### config.mk
export PLATFORM = sky130hd
export DESIGN_NAME = sbs_mod_unit
export DESIGN_NICKNAME = d
export VERILOG_FILES = /design/src/rtl/core/sbs_pkg.sv /design/src/rtl/core/sbs_mod_unit.sv
export SDC_FILE = /design/constraint.sdc
export NUM_CORES = 1
export LEC_CHECK = 0
export ABC_AREA = 1
export BUFFER_PORTS_ARGS = -buffer_cell sky130_fd_sc_hd__buf_4
export CORE_MARGIN = 2
export CORE_UTILIZATION = 67
export DETAILED_ROUTE_END_ITERATION = 16
export PLACE_DENSITY = 0.88
export SLEW_MARGIN = 20
export SYNTH_ARGS = -nofsm -noshare
export SYNTH_HDL_FRONTEND = slang
export SYNTH_SLANG_ARGS = --single-unit
### constraint.sdc
create_clock -name clock -period 18.1 [get_ports clock]
set_clock_uncertainty 0.15 [all_clocks]
set_input_delay 2.715 -clock clock [delete_from_list [all_inputs] [get_ports clock]]
set_output_delay 2.715 -clock clock [all_outputs]
set_load 0.005 [all_outputs]
### src/rtl/core/sbs_pkg.sv
// shared constants, register indexes and helpers for the background subtractor
// no dependencies
`timescale 1ns / 1ps

package sbs_pkg;

   localparam int COORD_W    = 7;
   localparam int PIX_W      = 8;
   localparam int RAND_W     = 16;
   localparam int CSR_IDX_W  = 3;
   localparam int CSR_DATA_W = 16;
   localparam int CRD_W      = 11;

   // remainder unit retires this many quotient bits per cycle
   localparam int DIV_STEP_BITS = 4;
   localparam int DIV_CYCLES    = RAND_W / DIV_STEP_BITS;
   localparam int DIV_CNT_W     = $clog2(DIV_CYCLES + 1);

   localparam logic [CSR_IDX_W-1:0] REG_MATCH_RADIUS  = 3'd0;
   localparam logic [CSR_IDX_W-1:0] REG_MIN_MATCHES   = 3'd1;
   localparam logic [CSR_IDX_W-1:0] REG_UPDATE_RATE   = 3'd2;
   localparam logic [CSR_IDX_W-1:0] REG_SPREAD_RATE   = 3'd3;
   localparam logic [CSR_IDX_W-1:0] REG_INITIAL_SLOTS = 3'd4;
   localparam logic [CSR_IDX_W-1:0] REG_SLOT_LIMIT    = 3'd5;
   localparam logic [CSR_IDX_W-1:0] REG_FRAME_WIDTH   = 3'd6;
   localparam logic [CSR_IDX_W-1:0] REG_FRAME_HEIGHT  = 3'd7;

   localparam logic [7:0]  RST_MATCH_RADIUS  = 8'd20;
   localparam logic [5:0]  RST_MIN_MATCHES   = 6'd2;
   localparam logic [15:0] RST_UPDATE_RATE   = 16'd16;
   localparam logic [15:0] RST_SPREAD_RATE   = 16'd8;
   localparam logic [4:0]  RST_INITIAL_SLOTS = 5'd10;
   localparam logic [5:0]  RST_SLOT_LIMIT    = 6'd20;
   localparam logic [7:0]  RST_FRAME_WIDTH   = 8'd128;
   localparam logic [7:0]  RST_FRAME_HEIGHT  = 8'd128;

   localparam logic [1:0] OFS_DOWN = 2'd0;
   localparam logic [1:0] OFS_UP   = 2'd2;

   // x mod 3 through a reciprocal multiply, exact for 16-bit x
   function automatic logic [1:0] mod3(input logic [RAND_W-1:0] x);
      logic [2*RAND_W:0] prod;
      logic [RAND_W-1:0] quo;
      logic [RAND_W+1:0] three_q;
      logic [RAND_W+1:0] diff;
      prod    = (2*RAND_W+1)'(x) * (2*RAND_W+1)'(17'd43691);
      quo     = prod[2*RAND_W:RAND_W+1];
      three_q = (RAND_W+2)'(quo) + ((RAND_W+2)'(quo) << 1);
      diff    = (RAND_W+2)'(x) - three_q;
      return diff[1:0];
   endfunction

endpackage

### src/rtl/core/sbs_mod_unit.sv
// multi-cycle remainder unit, radix-16 restoring, four bits a cycle
// depends on sbs_pkg
`timescale 1ns / 1ps

module sbs_mod_unit (
   input  logic                      clock,
   input  logic                      reset,
   input  logic                      start,
   input  logic [sbs_pkg::RAND_W-1:0] dividend,
   input  logic [sbs_pkg::RAND_W-1:0] divisor,
   output logic                      done,
   output logic [sbs_pkg::RAND_W-1:0] remainder
);
   import sbs_pkg::*;

   logic [DIV_CNT_W-1:0] cnt_ff;
   logic [RAND_W-1:0]    num_ff, num_in;
   logic [RAND_W-1:0]    rem_ff, rem_in;
   logic [RAND_W-1:0]    div_ff;

   always_comb begin
      logic [RAND_W:0]   r;
      logic [RAND_W-1:0] q;
      r = {1'b0, rem_ff};
      q = num_ff;
      for (int i = 0; i < DIV_STEP_BITS; i++) begin
         r = {r[RAND_W-1:0], q[RAND_W-1]};
         q = q << 1;
         if (r >= {1'b0, div_ff}) begin
            r = r - {1'b0, div_ff};
         end
      end
      rem_in = r[RAND_W-1:0];
      num_in = q;
   end

   always_ff @(posedge clock) begin
      if (reset) begin
         cnt_ff <= '0;
      end else if (start) begin
         cnt_ff <= DIV_CNT_W'(DIV_CYCLES);
      end else if (cnt_ff != '0) begin
         cnt_ff <= cnt_ff - 1'b1;
      end
   end

   always_ff @(posedge clock) begin
      if (start) begin
         num_ff <= dividend;
         rem_ff <= '0;
         div_ff <= divisor;
      end else if (cnt_ff != '0) begin
         num_ff <= num_in;
         rem_ff <= rem_in;
      end
   end

   assign done      = (cnt_ff == '0);
   assign remainder = rem_ff;

endmodule

Word-level counts from Yosys, hierarchy flattened
Cells that the tools add are included.
{ "word_totals": {"reg_bits": 51, "in_bits": 35, "output_inout_bits": 17} }
{ "op_classes": {"addsub": 5, "n_lt_le_gt_ge": 4, "muxes": 8, "reduce_logical": 4} }
{ "ops": {"columns": ["op", "count"], "rows": [
  ["16-bit 2-to-1 mux", 6],
  ["17-bit by 16-bit >= comparator with 1-bit output", 4],
  ["16-bit subtractor", 4],
  ["3-bit 2-to-1 mux", 2],
  ["3-bit logical NOT", 1],
  ["3-bit nonzero test", 1],
  ["3-bit by 1-bit subtractor with 3-bit output, second input constant", 1],
  ["2-bit nonzero test", 1],
  ["2-bit OR reduction", 1]
]} }

Depth between registers and ports, before layout
{ "logic_depth": {"word_depth": 8, "mapped_depth": 59, "mapped_depth_nobuf": 54} }

Worst setup path after synthesis
OpenSTA, ideal clock, no wires.
{ "synth_path": {"path_kind": "register to register", "start": "register div_ff[1]", "end": "register rem_ff[5] (netlist: remainder[5])", "setup_time_ns": 0.129, "t_arrival_ns": 7.063, "required_ns": 17.821, "path_slack_ns": 10.759, "path_stages_with_launch": 55, "period_less_slack_ns": 7.341, "path_cell_list": "edfxtp_1 -> inv_1 -> ha_1 -> nand2_1 -> nor2_1 -> nand3_1 -> nand3_1 -> nand2_1 -> nand2_1 -> nand2_1 -> buf_4 -> buf_2 -> nand2_1 -> o21ai_0 -> ha_1 -> nand2_1 -> inv_1 -> nand2_1 -> [19 not listed] -> nand2_1 -> inv_1 -> ha_1 -> nand2_1 -> a21oi_1 -> a211oi_1 -> o211ai_1 -> nand2_1 -> nand3_1 -> nand2_1 -> inv_1 -> nor2_1 -> inv_1 -> nor2_1 -> buf_4 -> nand3_1 -> nand2_1 -> a21oi_1"} }
{ "synth_between": {"elab_chain_len": 8, "elab_cells_between_ends": 12, "cone_classes": "add/sub: 4; order compare: 4; mux: 4"} }
{ "synth_rtl": {"columns": ["element", "line", "rtl"], "rows": [
  ["from (decl)", "sbs_mod_unit.sv:19", "logic [RAND_W-1:0] div_ff;"],
  ["from (signal assigned)", "sbs_mod_unit.sv:51", "div_ff <= divisor;"],
  ["16-bit subtractor or 17-bit by 16-bit >= comparator with 1-bit output (tied branches)", "sbs_mod_unit.sv:30, sbs_mod_unit.sv:29", null],
  ["16-bit 2-to-1 mux", "sbs_mod_unit.sv:29", "if (r >= {1'b0, div_ff}) begin"],
  ["16-bit subtractor or 17-bit by 16-bit >= comparator with 1-bit output (tied branches)", "sbs_mod_unit.sv:30, sbs_mod_unit.sv:29", null],
  ["16-bit 2-to-1 mux", "sbs_mod_unit.sv:29", null],
  ["16-bit subtractor or 17-bit by 16-bit >= comparator with 1-bit output (tied branches)", "sbs_mod_unit.sv:30, sbs_mod_unit.sv:29", null],
  ["16-bit 2-to-1 mux", "sbs_mod_unit.sv:29", null],
  ["16-bit subtractor or 17-bit by 16-bit >= comparator with 1-bit output (tied branches)", "sbs_mod_unit.sv:30, sbs_mod_unit.sv:29", null],
  ["16-bit 2-to-1 mux *", "sbs_mod_unit.sv:29", null],
  ["to (signal assigned)", "sbs_mod_unit.sv:54", "rem_ff <= rem_in;"],
  ["to (decl)", "sbs_mod_unit.sv:18", "logic [RAND_W-1:0] rem_ff, rem_in;"]
]} }
Every way passes the cells marked *; elsewhere a longest branch is shown, timed or not.
A chain may end at the register's enable or synchronous reset.

Worst setup path after layout
{ "layout_path": {"start": "register div_ff[1]", "end": "register rem_ff[12] (netlist: remainder[12])"} }
The elaborated chain is that of the path after synthesis.

==> summary.txt <==
Finish
  • Layout area overhead: 8.536%
  • Fin nets: 1086
  • Commonest non-fill, non-tap cells in the layout: nand2_1 (327), inv_1 (136), nand3_1 (71)
  • N_diodes: 0
  • Most common cell after layout, fill and taps aside: nand2_1
  • Final Non-Filler Cells: 1090
  • Final Cell Area: around 0.0066 mm²
  • Layout cells sized above 1: 0.08554

Yosys
  • Syn Inst Count: 943
  • Library cells used by synthesis: 43
  • Adder-cell share of the synthesized area: 0.1489
  • Compound-Gate Fraction of Synth Area: 0.1125
  • Mapped Area: 0.006083 mm²
  • Mapped Nets: 1048
  • Yosys Warn Count: 0
  • Post-synthesis register bit count: 51
  • Post-synthesis xor/xnor area fraction: 0.07055
  • Post-Synth Simple-Gate Area: 0.3443
  • Post-synthesis mux area share: 0
  • Synth Area per Inst: about 6.5 µm²
  • Combinational family with the most area after synthesis: simple AND/OR/NAND/NOR gates
  • Post-synthesis sequential area ratio: 0.2205

Timing
  • Hold slack: roughly 0.32 ns
  • Final Max Slew Viols: 0
  • Setup TNS: 0 ns
  • Post-route minimum period: 9.800 ns
  • Max Fclk: 102.0 MHz
  • Final Setup Violations: 0
  • RSZ-0062 raised after global routing: false
  • Slew @ Worst Pin: 1.004 ns
  • Fin crit share: 0.5414
  • Slew HR: 0.3300
  • Hold Vio Cnt, Final: 0

Critical path
  • R2R Setup Slk: 8.30 ns
  • Crit-path max FO: 22
  • Critical Path RT: 18.21 ns
  • Critical path buffers and inverters: 8
  • R2r endpoint: remainder[12]
  • Crit path largest cell delay: 0.64 ns
  • CP Class: reg2reg
  • CP startpoint kind: register
  • Critical Path End Type: register
  • R2R depth: 50
  • CP top delay family: simple AND/OR/NAND/NOR gates
  • Worst r2r src: div_ff[1]
  • Most common cell on crit path: nand2_1
  • CP Depth: 50
  • Slowest CP cell: a21oi_2
  • Crit path DAT: 9.91 ns

Floorplan
  • Io pins: 52
  • Die Height: 99.29 µm
  • Core area: 0.008763 mm²
  • Horiz. Die Dim: roughly 99 µm
  • Area of the die: 0.009858 mm²
  • Initial Util: 0.6942
  • Rows: 34

Global route
  • Largest net degree at the start of global routing: 36
  • Vias in the first global route: about 5700
  • Grt ovf: 0
  • First-pass GRT wire length: between 20000 and 30000 µm
  • Tot GR Track Use: 0.3686
  • Initial antenna violation count: 0

Worst hold path
  • Hold_sp: cnt_ff[0]
  • WHS Endpoint: cnt_ff[0]
  • Hold crit path type: reg2reg
  • Hold Path Cell Cnt: 2

Route
  • TritonRoute pass-1 iters: 5
  • Routed wire length: 18270 µm
  • # DRC: 0
  • DRT iter0 DRCs: 642
  • Via density: around 5.8
  • Post-route ant nets: 0
  • Via count: around 6300
  • Wire per inst: 16.76 µm

Placement
  • GPL Wtd Cong: about 1.0
  • Placement Cell Area: roughly 0.0065 mm²
  • Inst Count DP: 1082
  • Hpwl dp: 14460 µm
  • Port Buffers: 51

Outcome
  • Outcome: complete, no violations

Clock tree
  • Hold buffer count at cts: 0
  • Num CTS Buffers: 5
  • CTS Buffer Depth: 2
  • Worst-Skew Late Latency: 0.31 ns
  • Worst-path clk slew: 0.09 ns
  • Post-CTS setup buffer count: 0
  • Clk sinks: 51
  • CTS tree: built
  • Count of cells resized by post-cts repair: 0
  • CTS H-Tree Depth: 2
  • Root buf cell: clkbuf_8

Job
  • MaxCap Viol Count: 0
==> flip-flops by register name, indices dropped and copies added, names as in the netlist <==
signal     count
div_ff        16
num_ff        16
remainder     16
cnt_ff         3
==> Yosys cell counts <==
cell type / instances / area, µm²
o21ai_0: 44 / 220.2
or2_2: 2 / 12.51
o41ai_1: 1 / 8.760
a21boi_1: 1 / 7.510
a21oi_1: 55 / 275.3
xor2_1: 28 / 245.2
nand4_2: 1 / 12.51
nand3_4: 2 / 35.03
nor2_1: 46 / 172.7
nand3_1: 71 / 355.3
and2_1: 1 / 6.260
a21o_1: 6 / 45.04
nand2_1: 327 / 1227
nand3b_1: 2 / 15.01
buf_6: 2 / 22.52
o211ai_1: 1 / 7.510
buf_2: 7 / 35.03
clkbuf_1: 7 / 26.28
a31oi_1: 5 / 31.28
inv_1: 136 / 510.5
ha_1: 66 / 825.8
nor2_2: 5 / 31.28
a21boi_0: 1 / 7.510
nor4_1: 2 / 12.51
o2111ai_1: 3 / 26.28
xnor2_1: 21 / 183.9
nand2_2: 7 / 43.79
a211oi_1: 3 / 22.52
nand4_1: 13 / 81.33
a21oi_2: 1 / 8.760
and3_1: 1 / 6.260
o21a_1: 1 / 7.510
buf_4: 3 / 22.52
o21bai_1: 1 / 7.510
nand2_4: 2 / 22.52
o21ai_2: 1 / 8.760
fa_1: 4 / 80.08
nand3_2: 3 / 30.03
edfxtp_1: 32 / 960.9
buf_1: 1 / 3.750
inv_2: 2 / 7.510
nor3_1: 6 / 30.03
dfxtp_1: 19 / 380.4
==> metal layers <==
layer | part of all wire | GRT usage | wire, µm | vias to the layer above
li1 | - | - | - | 3123
met1 | 0.43 | 0.5020 | 7795 | 2876
met2 | 0.44 | 0.5915 | 8121 | 274
met3 | 0.093 | 0.07168 | 1698 | 55
met4 | 0.036 | 0.1201 | 658 | 0
met5 | 0 | 0 | 0 | -
==> cells by family (layout without fill, tap and decap cells) <==
logic type | count (synthesis) | in the layout
AOI/OAI and AO/OA | 124 | 124
xor gates and xnor gates | 49 | 49
adders and majority gates | 70 | 70
buffers and inverters | 158 | 197
DFF | 51 | 51
and+or+nand+nor | 491 | 491
==> worst max-delay path by stage <==
| stage | from | to | slack, ns |
|---|---|---|---|
| 2_1_floorplan | div_ff[1] | remainder[5] | 10.76 |
| 4_1_cts | div_ff[1] | remainder[5] | 8.58 |
| 5_1_grt | div_ff[1] | remainder[5] | 7.51 |
| 3_3_place_gp | div_ff[1] | remainder[8] | 8.84 |
| 6_report | div_ff[1] | remainder[12] | 8.30 |
| 3_5_place_dp | div_ff[1] | remainder[5] | 8.63 |
==> area by class of cell <==
class | count | area (µm²)
clock inverter | 2 | 38.79
tap | 108 | 135.1
fill | 740 | 2161
sequential | 51 | 1341
inverter | 138 | 518.0
clock buffer | 6 | 72.57
multi-input combinational | 734 | 4114
timing repair buffer | 51 | 382.9
==> worst reg2reg max path, delay by kind of cell (launching register included) <==
family / cells / cell delay, ns
compound gates: 8 / 2.14
flops: 1 / 0.44
buf+inv: 8 / 1.06
fa+ha+maj: 4 / 1.40
simple gates: 30 / 4.54
==> per-stage QoR <==
stage,worst slack (ns),utilization
CTS,8.582,0.7534
global placement,8.840,0.7407
finish,8.300,0.7534
global route,7.507,0.7534
floorplan,10.76,-
detailed placement,8.632,0.7407
Power is not shown: default switching activity piles up to over one toggle a cycle in this logic, so the estimate is an artifact.
